<file path="src/plist_pkg.sv">
// ============================================================================
// plist_pkg
// Shared widths, request codes, FSM states and structs for the positional list.
// ============================================================================
package plist_pkg;

    localparam int CAPACITY = 64;
    localparam int CNT_W    = $clog2(CAPACITY + 1);
    localparam int ADDR_W   = $clog2(CAPACITY);
    localparam int POS_W    = 7;
    localparam int DATA_W   = 32;
    localparam int KIND_W   = 2;
    // common width for position / count range checks
    localparam int CMP_W    = ((CNT_W > POS_W) ? CNT_W : POS_W) + 1;

    localparam logic [KIND_W-1:0] REQ_INSERT = 2'd0;
    localparam logic [KIND_W-1:0] REQ_DELETE = 2'd1;
    localparam logic [KIND_W-1:0] REQ_LOCATE = 2'd2;

    typedef enum logic [2:0] {
        ST_IDLE,
        ST_UP,
        ST_DOWN,
        ST_SCAN,
        ST_DONE
    } plist_state_t;

    typedef struct packed {
        logic [KIND_W-1:0]        kind;
        logic [POS_W-1:0]         pos;
        logic signed [DATA_W-1:0] value;
    } plist_req_t;

    typedef struct packed {
        logic                     ok;
        logic signed [DATA_W-1:0] removed;
        logic [POS_W-1:0]         found;
        logic [POS_W-1:0]         length;
    } plist_res_t;

    typedef struct packed {
        logic              we;
        logic [ADDR_W-1:0] wr_addr;
        logic [DATA_W-1:0] wr_data;
        logic [ADDR_W-1:0] rd_addr;
    } plist_ram_ctl_t;

endpackage

</file>
<file path="src/plist_if.sv">
// ============================================================================
// plist_if
// Valid/ready channel interfaces for list requests and results.
// ============================================================================
interface plist_req_if
    import plist_pkg::*;
();
    logic                     valid;
    logic                     ready;
    logic [KIND_W-1:0]        req_type;
    logic [POS_W-1:0]         position;
    logic signed [DATA_W-1:0] item_value;

    modport source (output valid, output req_type, output position, output item_value,
                    input ready);
    modport sink   (input valid, input req_type, input position, input item_value,
                    output ready);
endinterface

interface plist_rsp_if
    import plist_pkg::*;
();
    logic                     valid;
    logic                     ready;
    logic                     ok;
    logic signed [DATA_W-1:0] removed_value;
    logic [POS_W-1:0]         found_position;
    logic [POS_W-1:0]         list_length;

    modport source (output valid, output ok, output removed_value, output found_position,
                    output list_length, input ready);
    modport sink   (input valid, input ok, input removed_value, input found_position,
                    input list_length, output ready);
endinterface

</file>
<file path="src/plist_ram.sv">
// ============================================================================
// plist_ram
// Generic single-write, single-read RAM with registered read data.
// ============================================================================
module plist_ram #(
    parameter int WIDTH = 32,
    parameter int DEPTH = 64
) (
    input  logic                     clk,
    input  logic                     we,
    input  logic [$clog2(DEPTH)-1:0] wr_addr,
    input  logic [WIDTH-1:0]         wr_data,
    input  logic [$clog2(DEPTH)-1:0] rd_addr,
    output logic [WIDTH-1:0]         rd_data
);

    logic [WIDTH-1:0] mem [DEPTH];

    always_ff @(posedge clk)
    begin
        if (we)
        begin
            mem[wr_addr] <= wr_data;
        end
        rd_data <= mem[rd_addr];
    end

endmodule

</file>
<file path="src/plist_engine.sv">
// ============================================================================
// plist_engine
// Sequencer: shifts, deletes and scans the list one entry per cycle via the RAM.
// ============================================================================
module plist_engine
    import plist_pkg::*;
(
    input  logic              clk,
    input  logic              rst_n,
    input  logic              start,
    input  plist_req_t        req,
    output logic              idle,
    output logic              res_valid,
    input  logic              res_take,
    output plist_res_t        res,
    output plist_ram_ctl_t    ram_ctl,
    input  logic [DATA_W-1:0] rd_data
);

    plist_state_t             state_reg, state_next;
    logic [CNT_W-1:0]         cnt_reg, cnt_next;
    logic [CNT_W-1:0]         idx_reg, idx_next;
    logic [ADDR_W-1:0]        posm1_reg, posm1_next;
    logic [DATA_W-1:0]        val_reg, val_next;
    logic                     pend_reg, pend_next;
    logic [ADDR_W-1:0]        pend_addr_reg, pend_addr_next;
    logic                     first_reg, first_next;
    logic                     grab_reg, grab_next;
    logic                     ok_reg, ok_next;
    logic [DATA_W-1:0]        removed_reg, removed_next;
    logic [POS_W-1:0]         found_reg, found_next;

    logic [CMP_W-1:0]         pos_ext, pos_m1_ext, cnt_ext;
    logic [CNT_W-1:0]         idx_m1, idx_p1, found_ext;
    logic                     ins_ok, del_ok;
    logic                     up_more, up_end, dn_more, dn_end;
    logic                     sc_hit, sc_more;

    // range checks and loop conditions
    assign pos_ext    = CMP_W'(req.pos);
    assign pos_m1_ext = pos_ext - 1'b1;
    assign cnt_ext    = CMP_W'(cnt_reg);
    assign ins_ok     = (pos_ext != '0) && (pos_ext <= cnt_ext + 1'b1)
                        && (cnt_reg < CNT_W'(CAPACITY));
    assign del_ok     = (pos_ext != '0) && (pos_ext <= cnt_ext);

    assign idx_m1     = idx_reg - 1'b1;
    assign idx_p1     = idx_reg + 1'b1;
    assign found_ext  = CNT_W'(pend_addr_reg) + 1'b1;

    assign up_more    = idx_reg > CNT_W'(posm1_reg);
    assign up_end     = !up_more && !pend_reg;
    assign dn_more    = idx_reg < cnt_reg;
    assign dn_end     = !dn_more && !pend_reg && !grab_reg;
    // the one shared comparator: stored entry against the search value
    assign sc_hit     = pend_reg && (rd_data == val_reg);
    assign sc_more    = idx_reg < cnt_reg;

    assign idle       = (state_reg == ST_IDLE);
    assign res_valid  = (state_reg == ST_DONE);
    assign res.ok      = ok_reg;
    assign res.removed = removed_reg;
    assign res.found   = found_reg;
    assign res.length  = POS_W'(cnt_reg);

    // next state
    always_comb
    begin
        state_next = state_reg;
        unique case (state_reg)
            ST_IDLE:
            begin
                if (start)
                begin
                    if (req.kind == REQ_INSERT && ins_ok)
                    begin
                        state_next = ST_UP;
                    end
                    else if (req.kind == REQ_DELETE && del_ok)
                    begin
                        state_next = ST_DOWN;
                    end
                    else if (req.kind == REQ_LOCATE)
                    begin
                        state_next = ST_SCAN;
                    end
                    else
                    begin
                        state_next = ST_DONE;
                    end
                end
            end
            ST_UP:
            begin
                if (up_end)
                begin
                    state_next = ST_DONE;
                end
            end
            ST_DOWN:
            begin
                if (dn_end)
                begin
                    state_next = ST_DONE;
                end
            end
            ST_SCAN:
            begin
                if (sc_hit || !sc_more)
                begin
                    state_next = ST_DONE;
                end
            end
            ST_DONE:
            begin
                if (res_take)
                begin
                    state_next = ST_IDLE;
                end
            end
            default:
            begin
                state_next = ST_IDLE;
            end
        endcase
    end

    // datapath and RAM control
    always_comb
    begin
        cnt_next       = cnt_reg;
        idx_next       = idx_reg;
        posm1_next     = posm1_reg;
        val_next       = val_reg;
        pend_next      = pend_reg;
        pend_addr_next = pend_addr_reg;
        first_next     = first_reg;
        grab_next      = grab_reg;
        ok_next        = ok_reg;
        removed_next   = removed_reg;
        found_next     = found_reg;
        ram_ctl.we      = 1'b0;
        ram_ctl.wr_addr = pend_addr_reg;
        ram_ctl.wr_data = rd_data;
        ram_ctl.rd_addr = idx_reg[ADDR_W-1:0];

        unique case (state_reg)
            ST_IDLE:
            begin
                if (start)
                begin
                    ok_next      = 1'b0;
                    removed_next = '0;
                    found_next   = '0;
                    pend_next    = 1'b0;
                    grab_next    = 1'b0;
                    first_next   = 1'b1;
                    val_next     = req.value;
                    posm1_next   = pos_m1_ext[ADDR_W-1:0];
                    if (req.kind == REQ_INSERT)
                    begin
                        idx_next = cnt_reg;
                    end
                    else if (req.kind == REQ_DELETE)
                    begin
                        idx_next = CNT_W'(pos_m1_ext);
                    end
                    else
                    begin
                        idx_next = '0;
                    end
                end
            end
            ST_UP:
            begin
                // move entry idx-1 to idx, top down; then drop the new value in
                ram_ctl.rd_addr = idx_m1[ADDR_W-1:0];
                ram_ctl.we      = pend_reg;
                if (up_end)
                begin
                    ram_ctl.we      = 1'b1;
                    ram_ctl.wr_addr = posm1_reg;
                    ram_ctl.wr_data = val_reg;
                    ok_next         = 1'b1;
                    cnt_next        = cnt_reg + 1'b1;
                end
                if (up_more)
                begin
                    pend_next      = 1'b1;
                    pend_addr_next = idx_reg[ADDR_W-1:0];
                    idx_next       = idx_m1;
                end
                else
                begin
                    pend_next = 1'b0;
                end
            end
            ST_DOWN:
            begin
                // first read returns the removed entry, later ones slide down
                ram_ctl.we = pend_reg;
                if (grab_reg)
                begin
                    removed_next = rd_data;
                end
                if (dn_more)
                begin
                    grab_next      = first_reg;
                    pend_next      = !first_reg;
                    pend_addr_next = idx_m1[ADDR_W-1:0];
                    idx_next       = idx_p1;
                    first_next     = 1'b0;
                end
                else
                begin
                    grab_next = 1'b0;
                    pend_next = 1'b0;
                end
                if (dn_end)
                begin
                    ok_next  = 1'b1;
                    cnt_next = cnt_reg - 1'b1;
                end
            end
            ST_SCAN:
            begin
                if (sc_hit)
                begin
                    ok_next    = 1'b1;
                    found_next = POS_W'(found_ext);
                    pend_next  = 1'b0;
                end
                else if (sc_more)
                begin
                    pend_next      = 1'b1;
                    pend_addr_next = idx_reg[ADDR_W-1:0];
                    idx_next       = idx_p1;
                end
                else
                begin
                    pend_next = 1'b0;
                end
            end
            ST_DONE:
            begin
            end
            default:
            begin
            end
        endcase
    end

    always_ff @(posedge clk or negedge rst_n)
    begin
        if (!rst_n)
        begin
            state_reg <= ST_IDLE;
            cnt_reg   <= '0;
            pend_reg  <= 1'b0;
            grab_reg  <= 1'b0;
            first_reg <= 1'b0;
        end
        else
        begin
            state_reg <= state_next;
            cnt_reg   <= cnt_next;
            pend_reg  <= pend_next;
            grab_reg  <= grab_next;
            first_reg <= first_next;
        end
    end

    always_ff @(posedge clk)
    begin
        idx_reg       <= idx_next;
        posm1_reg     <= posm1_next;
        val_reg       <= val_next;
        pend_addr_reg <= pend_addr_next;
        ok_reg        <= ok_next;
        removed_reg   <= removed_next;
        found_reg     <= found_next;
    end

    a_cnt_bound: assert property (@(posedge clk) disable iff (!rst_n)
        cnt_reg <= CNT_W'(CAPACITY))
        else $error("entry count above capacity");

    a_cnt_at_done: assert property (@(posedge clk) disable iff (!rst_n)
        (cnt_reg != $past(cnt_reg)) |-> (state_reg == ST_DONE))
        else $error("entry count changed outside completion");

    a_write_in_shift: assert property (@(posedge clk) disable iff (!rst_n)
        ram_ctl.we |-> (state_reg == ST_UP || state_reg == ST_DOWN))
        else $error("RAM write outside a shift");

    a_grab_in_delete: assert property (@(posedge clk) disable iff (!rst_n)
        grab_reg |-> (state_reg == ST_DOWN))
        else $error("removed-value capture outside delete");

endmodule

</file>
<file path="src/positional_list_insert_delete_search.sv">
// ============================================================================
// positional_list_insert_delete_search
// Ordered list of signed 32-bit values: insert/delete at position, locate.
// ============================================================================
//
//  Channel | Dir | Handshake    | Transaction payload
//  --------+-----+--------------+------------------------------------------------
//  req     | in  | valid/ready  | req_type, position, item_value
//  rsp     | out | valid/ready  | ok, removed_value, found_position, list_length
//
//  After an accept, req.ready stays low while the engine moves or compares
//    one entry per cycle through the single-write, single-read RAM: an insert
//    shifts the entries from the position up, a delete shifts those above it
//    down, a locate scans from the front until a hit or the end; rejects
//    go straight to the result.
//  req.ready is high only while the engine is idle; one transaction at a time.
//  One result can wait in the output register while the engine frees up; while
//    that register stays full the engine holds the next result and stays busy.
//  Reset clears the count and control state only; the entry RAM is not cleared.
//
module positional_list_insert_delete_search
    import plist_pkg::*;
(
    input  logic        clk,
    input  logic        rst_n,
    plist_req_if.sink   req,
    plist_rsp_if.source rsp
);

    plist_req_t        eng_req;
    plist_res_t        eng_res;
    plist_ram_ctl_t    ram_ctl;
    logic [DATA_W-1:0] ram_rd_data;
    logic              eng_idle;
    logic              eng_res_valid;
    logic              res_load;

    logic              out_valid_reg, out_valid_next;
    plist_res_t        out_res_reg;

    // request pass-through into the engine struct
    assign eng_req.kind  = req.req_type;
    assign eng_req.pos   = req.position;
    assign eng_req.value = req.item_value;
    assign req.ready     = eng_idle;

    // output stage: load when empty or being drained
    assign res_load = eng_res_valid && (!out_valid_reg || rsp.ready);

    always_comb
    begin
        out_valid_next = out_valid_reg;
        if (res_load)
        begin
            out_valid_next = 1'b1;
        end
        else if (rsp.ready)
        begin
            out_valid_next = 1'b0;
        end
    end

    always_ff @(posedge clk or negedge rst_n)
    begin
        if (!rst_n)
        begin
            out_valid_reg <= 1'b0;
        end
        else
        begin
            out_valid_reg <= out_valid_next;
        end
    end

    always_ff @(posedge clk)
    begin
        if (res_load)
        begin
            out_res_reg <= eng_res;
        end
    end

    assign rsp.valid          = out_valid_reg;
    assign rsp.ok             = out_res_reg.ok;
    assign rsp.removed_value  = out_res_reg.removed;
    assign rsp.found_position = out_res_reg.found;
    assign rsp.list_length    = out_res_reg.length;

    plist_engine u_engine (
        .clk       (clk),
        .rst_n     (rst_n),
        .start     (req.valid && eng_idle),
        .req       (eng_req),
        .idle      (eng_idle),
        .res_valid (eng_res_valid),
        .res_take  (res_load),
        .res       (eng_res),
        .ram_ctl   (ram_ctl),
        .rd_data   (ram_rd_data)
    );

    // entry store
    plist_ram #(
        .WIDTH (DATA_W),
        .DEPTH (CAPACITY)
    ) u_entries (
        .clk     (clk),
        .we      (ram_ctl.we),
        .wr_addr (ram_ctl.wr_addr),
        .wr_data (ram_ctl.wr_data),
        .rd_addr (ram_ctl.rd_addr),
        .rd_data (ram_rd_data)
    );

endmodule

</file>
<file path="src/flat_wrapper.sv">
// flat-port wrapper written by rule: the top's interface ports become plain ports
module positional_list_insert_delete_search_flat import plist_pkg::*;
  (clk, rst_n, req_valid, req_req_type, req_position, req_item_value, req_ready, rsp_valid, rsp_ok, rsp_removed_value, rsp_found_position, rsp_list_length, rsp_ready);
  plist_req_if req_i ();
  plist_rsp_if rsp_i ();
  input  logic clk;
  input  logic rst_n;
  input wire logic [$bits(req_i.valid)-1:0] req_valid;
  input wire logic [$bits(req_i.req_type)-1:0] req_req_type;
  input wire logic [$bits(req_i.position)-1:0] req_position;
  input wire logic [$bits(req_i.item_value)-1:0] req_item_value;
  output wire logic [$bits(req_i.ready)-1:0] req_ready;
  output wire logic [$bits(rsp_i.valid)-1:0] rsp_valid;
  output wire logic [$bits(rsp_i.ok)-1:0] rsp_ok;
  output wire logic [$bits(rsp_i.removed_value)-1:0] rsp_removed_value;
  output wire logic [$bits(rsp_i.found_position)-1:0] rsp_found_position;
  output wire logic [$bits(rsp_i.list_length)-1:0] rsp_list_length;
  input wire logic [$bits(rsp_i.ready)-1:0] rsp_ready;
  assign req_i.valid = req_valid;
  assign req_i.req_type = req_req_type;
  assign req_i.position = req_position;
  assign req_i.item_value = req_item_value;
  assign req_ready = req_i.ready;
  assign rsp_valid = rsp_i.valid;
  assign rsp_ok = rsp_i.ok;
  assign rsp_removed_value = rsp_i.removed_value;
  assign rsp_found_position = rsp_i.found_position;
  assign rsp_list_length = rsp_i.list_length;
  assign rsp_i.ready = rsp_ready;
  positional_list_insert_delete_search u_core (.clk(clk), .rst_n(rst_n), .req(req_i), .rsp(rsp_i));
endmodule
</file>
<file path="config.mk">
export PLATFORM = sky130hd
export DESIGN_NAME = positional_list_insert_delete_search_flat
export DESIGN_NICKNAME = d
export VERILOG_FILES = /design/src/plist_pkg.sv /design/src/plist_if.sv /design/src/plist_ram.sv /design/src/plist_engine.sv /design/src/positional_list_insert_delete_search.sv /design/src/flat_wrapper.sv
export SDC_FILE = /design/constraint.sdc
export NUM_CORES = 2
export LEC_CHECK = 0
export ABC_AREA = 0
export BUFFER_PORTS_ARGS = -buffer_cell sky130_fd_sc_hd__buf_2
export CAP_MARGIN = 20
export CORE_MARGIN = 4
export CORE_UTILIZATION = 35
export DETAILED_ROUTE_END_ITERATION = 10
export GPL_TIMING_DRIVEN = 0
export HOLD_SLACK_MARGIN = 0.12
export SLEW_MARGIN = 5
export SYNTH_ARGS = -nofsm -noshare
export SYNTH_HDL_FRONTEND = slang
export SYNTH_SLANG_ARGS = --single-unit
</file>
<file path="constraint.sdc">
create_clock -name clk -period 6.7 [get_ports clk]
set_clock_uncertainty 0.2 [all_clocks]
set_input_delay 1.34 -clock clk [delete_from_list [all_inputs] [get_ports clk]]
set_output_delay 1.34 -clock clk [all_outputs]
set_load 0.02 [all_outputs]
</file>
Word level (Yosys, flattened, before mapping)
Memory sizes are Yosys's and may differ from the RTL's. A register that Yosys moved wholly into a read port is not among the register bits.
Cells that the tools add are included.

word-level totals
  flip-flop bits (word level) = 152
  memory bits (writable) = 2048
  input port bits = 45
  output and inout port bits = 49
  logic and storage cells = 139
  memories = 1

cells by class
  $add $sub $neg = 7
  magnitude comparators = 5
  equality and inequality tests = 18
  muxes and demuxes = 52
  reduce and logical (&&, ||, !) cells = 39

memories
  name                  depth  bits a word  rd ports  clocked after Yosys merged registers in  write ports  line             text
  u_core.u_entries.mem  64     32           1         1                                        1            plist_ram.sv:17  logic [WIDTH-1:0] mem [DEPTH];

operators by type and width
  operator               count
  $mux W7                10
  $mux W32               2
  $pmux W32 S2           1
  $mux W44               1
  $mux W39               1
  $eq A32 B32 Y1         1
  $pmux W7 S2            2
  $pmux W7 S4            1
  $mux W3                8
  $mux W6                4
  $ne A2 B2 Y1 const B   11
  $sub A7 B1 Y7 const B  3
  $pmux W6 S3            1
  $mux W1                15
  $pmux W3 S5            1
  $reduce_and A5 Y1      3
  $add A7 B1 Y7 const B  2
  $reduce_and A3 Y1      4
  $logic_and A1 B1 Y1    11
  $add A7 B1 Y8 const B  1
  $le A7 B8 Y1           1
  $pmux W1 S4            2
  $reduce_bool A2 Y1     4
  $reduce_bool A8 Y1     1
  19 further kinds       30

Logic depth before layout (Yosys ltp)
  depth in word-level cells = 8
  mapped depth = 18

By module
From an unflattened synthesis, not the netlist that was laid out.

second synthesis, totals
  cells, all modules = 3913
  area, all modules = 86180.2 um2

by module, submodules not included
  module                                instances  cells each  area each (um2)
  plist_ram                             1          3324        78515.3
  plist_engine                          1          537         6203.4
  positional_list_insert_delete_search  1          52          1461.4

Worst setup path before layout
No wires, ideal clock.

  path kind = reg-to-reg
  start = reg u_core.u_engine.posm1_reg[4]
  end = mem u_core.u_entries.mem[48][0], enable pin
  setup time = 461 ps
  arrival time = 4503 ps
  required time = 6039 ps
  setup slack = 1536 ps
  stages on the path, launching flop included = 10
  path through = edfxtp_1 -> inv_1 -> ha_1 -> a21o_1 -> a211o_1 -> o22ai_1 -> clkbuf_1 -> nand4_1 -> a21bo_2 -> nor3_1

on the way
  cells in the longest elaborated chain, start to end = 7
  elaborated cells between the ends (all ways) = 8
  those cells by class = order compare (1); mux (5); reduce/logical (2)

RTL lines
  item                           line                 text
  start: declaration             plist_engine.sv:23   logic [ADDR_W-1:0] posm1_reg, posm1_next;
  start signal: assignment       plist_engine.sv:276  posm1_reg <= posm1_next;
  $gt A7 B6 Y1                   plist_engine.sv:51   assign up_more = idx_reg > CNT_W'(posm1_reg);
  $logic_not A1 Y1               plist_engine.sv:52   assign up_end = !up_more && !pend_reg;
  $logic_and A1 B1 Y1            plist_engine.sv:52
  $mux W39 *                     plist_engine.sv:179  if (up_end)
  $pmux W1 S2                    plist_engine.sv:147  unique case (state_reg)
  $mux W1                        plist_ram.sv:21      if (we)
  $mux W1 (implied by the code)  plist_ram.sv:23      mem[wr_addr] <= wr_data;
  end: declaration               plist_ram.sv:17

Mark *: on every way between the ends. The rest lies on a longest branch, timed or not.

Worst setup path in the final report
  start = reg u_core.u_engine.idx_reg[1]
  end = reg u_core.u_entries.rd_data[29], read port of u_core.u_entries.mem

on the way
  cells in the longest elaborated chain, start to end = 2

RTL lines
  item                      line                 text
  start: declaration        plist_engine.sv:22   logic [CNT_W-1:0] idx_reg, idx_next;
  start signal: assignment  plist_engine.sv:275  idx_reg <= idx_next;
  $sub A7 B1 Y7             plist_engine.sv:47   assign idx_m1 = idx_reg - 1'b1;
  $mux W44 *                plist_engine.sv:147
  end: declaration          plist_ram.sv:14      output logic [WIDTH-1:0] rd_data

Marked as above.
A chain may end at the register's enable or synchronous reset.

==> summary.txt <==
Setup path
  – Critical Path Most Common Cell: buf_2
  – Arr. time, crit path: 7.45 ns
  – Worst setup EP type: register
  – Crit path kind: reg -> reg
  – Max Fanout on Critical Path: 10
  – Bufs and invs on worst path: 7
  – Crit-path slowest cell: o22ai_1
  – Cell family with most CP delay: buffers and inverters
  – CP Launch Type: register
  – Max incr delay on CP: 0.97 ns
  – CP Cell Sequence: clkbuf_1 > inv_1 > ha_1 > nand4bb_1 > clkbuf_1 > xnor2_1 > buf_2 > buf_4 > buf_2 > buf_2 > nand3_1 > o22ai_1 > nor4_1 > and4_1
  – Worst path required time: 7.19 ns

CTS
  – Setup bufs post-CTS: 0
  – Htree depth: 4
  – CTS Buf Count: 220
  – Clock sinks: 2232
  – CTS Buffer Depth: 3
  – Clk_lat worst skew: 0.92 ns
  – CTS tree: done
  – Root buffer cell: clkbuf_16
  – Clock transition at path regs: 0.06 ns

Cells and area
  – Max reg flops: 2048
  – Synth-to-Final Area Change: 19.3%
  – Commonest cells after routing, fill and taps aside: 2186 x edfxtp_1, 699 x nand2_1, 310 x mux4_2
  – Non-filler cells, final: 9249
  – Commonest non-fill, non-tap cell in the layout: edfxtp_1
  – Share of post-route cells with drive strength above 1: 21.9%
  – Multi-input logic area: 20900 um2
  – Register cell area after layout: 66600 um2
  – Reg with most FFs: u_core.u_entries.mem
  – Final Net Count: 5775
  – # fillers: 22200
  – Fin util: 42.0%

Power
  – LEAKAGE: 34.0 nW
  – PD cells: 513 nW/um2
  – Pwr Total: 54.1 mW
  – Worst VDD drop: 0.330 mV

Global route
  – Grt ovf: 0
  – Global-route wire length before repair: 460000 um
  – Largest net degree at the start of global routing: 65
  – Initial antenna violation count: 30
  – Vias in the first global route: 52300
  – All-Layer GR Usage: 25.8%

Floorplan
  – Core Area: 251000 um2
  – Chip Width: 511 um
  – IO Count: 94
  – Initial core utilization: 35.2%
  – Rows: 184
  – Die height: 511 um
  – Die Footprint: 261000 um2

Timing
  – Setup slack after layout: -0.262 ns
  – Finish-stage setup viols: 6
  – Clock period minus worst slack: 6.96 ns
  – Hold Fails Final Rpt: 0
  – Slew Limit Fails: 0
  – Headroom to the max-slew limit: 10.5%
  – Peak Freq: 144 MHz
  – Final worst-path cycle share: 104%
  – Worst-margin pin slew: 1.34 ns

Route
  – Via count: 56800
  – ANT nets after route: 0
  – Final WL: 347000 um
  – Drt pass-1 iters: 9
  – DR WL/cell: 37.5 um
  – Initial DRC Count: 11100
  – DRC Markers: 0
  – DR vias/cell: 6.14

Logic synthesis
  – Complex-gate fraction of the synthesized area: 4.89%
  – Synth async-reset ratio: 0.627%
  – Ranking of synthesized cells by area: edfxtp_1 74%, mux4_2 7.9%, nand2_1 3.0%
  – Multiplexer area fraction after synthesis: 9.75%
  – Mean post-synth cell area: 17.1 um2
  – Ys flop type: edfxtp_1
  – Yosys top cell by area: edfxtp_1
  – Post-synthesis sequential area ratio: 75.4%
  – Synth Register Bits: 2232
  – Top-area cell type share of the netlist area: 74.2%
  – Post-synthesis simple-gate area fraction: 7.17%
  – Post-synthesis cell type count: 85
  – Ys Warns: 0
  – Number of synthesized flops with an enable pin: 2186
  – Synth Instances: 5164
  – Synth Area in Adders: 0.546%
  – Largest family of logic cells by synthesized area: multiplexers
  – Post-synthesis xor/xnor area fraction: 0.575%
  – Synthesized area: 88400 um2
  – Net Count, Synth: 5247

Placement
  – Routability Congestion: 0.996
  – Dpl ws: -0.692 ns
  – Post-DP HPWL: 247000 um
  – Placed cell count: 8815
  – # port buffers: 92

Hold path
  – Worst min-delay path class: reg -> reg

Flow run
  – Max Cap Viol: 0

Outcome
  – Violated checks: setup timing
  – Outcome: complete, but fails checks
==> worst register-to-register path: cells and delay by family, from the launching register on <==
kind                     cells  cell delay, ns
buffers and inverters        7            2.85
AND/OR/NAND/NOR              4            1.52
AO/OA/AOI/OAI                1            0.98
flip-flops                   1            0.56
adder cells (fa/ha/maj)      1            0.38
XOR/XNOR                     1            0.29
==> area by class of cell <==
class / count / area share [%]
Buffer: 300 / 1.34
Tap cell: 3348 / 3.97
Clock buffer: 271 / 5.43
Antenna cell: 24 / 0.0569
Sequential cell: 2232 / 63.2
Multi-Input combinational cell: 2595 / 19.8
Inverter: 30 / 0.108
Timing Repair Buffer: 313 / 4.37
Clock inverter: 136 / 1.71
==> through the flow <==
stage | cell area (um2) | hold WS (ns) | TNS (ns)
finish | 105000 | 0.170 | -0.712
detailed placement | 97700 | 0.205 | -3.31
global placement | 93100 | 0.203 | -2359.31
CTS | 105000 | 0.172 | 0
floorplan | 88400 | 0.200 | 0
global route | 105000 | 0.180 | -0.00131
==> power by group <==
group          leakage (nW)  switching, mW  internal (mW)
logic                  10.3           16.7           6.04
registers              20.1          0.387           18.1
clock network          3.63           5.62           7.33
total                  34.0           22.7           31.4
==> routing by layer <==
| metal | vias up | GRT usage (%) | part of all wire [%] |
|---|---|---|---|
| met5 | - | 0 | 0.052 |
| met4 | 12 | 14.4 | 7.0 |
| met3 | 1119 | 10.7 | 16 |
| met2 | 4983 | 37.1 | 42 |
| met1 | 29100 | 33.0 | 35 |
| li1 | 21700 | - | - |
==> path summary, 6_finish.rpt <==
kind,end,start,cells after the start,slack [ns]
hold reg to reg,u_core.rsp.found_position[3],u_core.u_engine.found_reg[3],0,0.17
hold / removal,u_core.rsp.found_position[3],u_core.u_engine.found_reg[3],0,0.17
setup reg to reg,u_core.u_entries.rd_data[29],u_core.u_engine.idx_reg[1],14,-0.26
setup / recovery,u_core.u_entries.rd_data[29],u_core.u_engine.idx_reg[1],14,-0.26
min in group asynchronous,u_core.u_engine.cnt_reg[6],rst_n,1,0.21
max in group asynchronous,u_core.rsp.valid,rst_n,1,5.79
==> Yosys cell counts, drive strengths merged (16+ instances only) <==
| cell | n |
|---|---|
| nand3 | 217 |
| a32oi | 29 |
| xnor2 | 45 |
| mux2i | 109 |
| clkbuf | 123 |
| dfxtp | 32 |
| and2 | 18 |
| nor2 | 160 |
| and4 | 19 |
| o211ai | 16 |
| o21ai | 68 |
| a21oi | 187 |
| mux4 | 310 |
| nand4 | 30 |
| edfxtp | 2186 |
| buf | 184 |
| a311oi | 45 |
| a221oi | 37 |
| inv | 26 |
| nor3 | 95 |
| a211oi | 35 |
| nand2 | 699 |
| a31oi | 38 |
| nor2b | 16 |
| and3 | 43 |
| nand2b | 16 |
| ha | 37 |
| nor4 | 43 |
| mux2 | 49 |
| o22ai | 54 |
==> cell families after synthesis <==
kind of cell	Yosys count
and+or+nand+nor	1399
buffers and inverters	337
adders and majority gates	38
AOI/OAI and AO/OA	632
xor gates and xnor gates	58
muxes	468
DFF	2232
==> timing repair <==
| action | CTS | global route |
|---|---|---|
| endpoints found under the hold margin | 0 | 0 |
| gates resized for setup | 7 | 20 |
| hold buffers | 0 | 0 |
| setup endpoints to repair | 14 | 20 |
(Power assumes the default switching activity.)
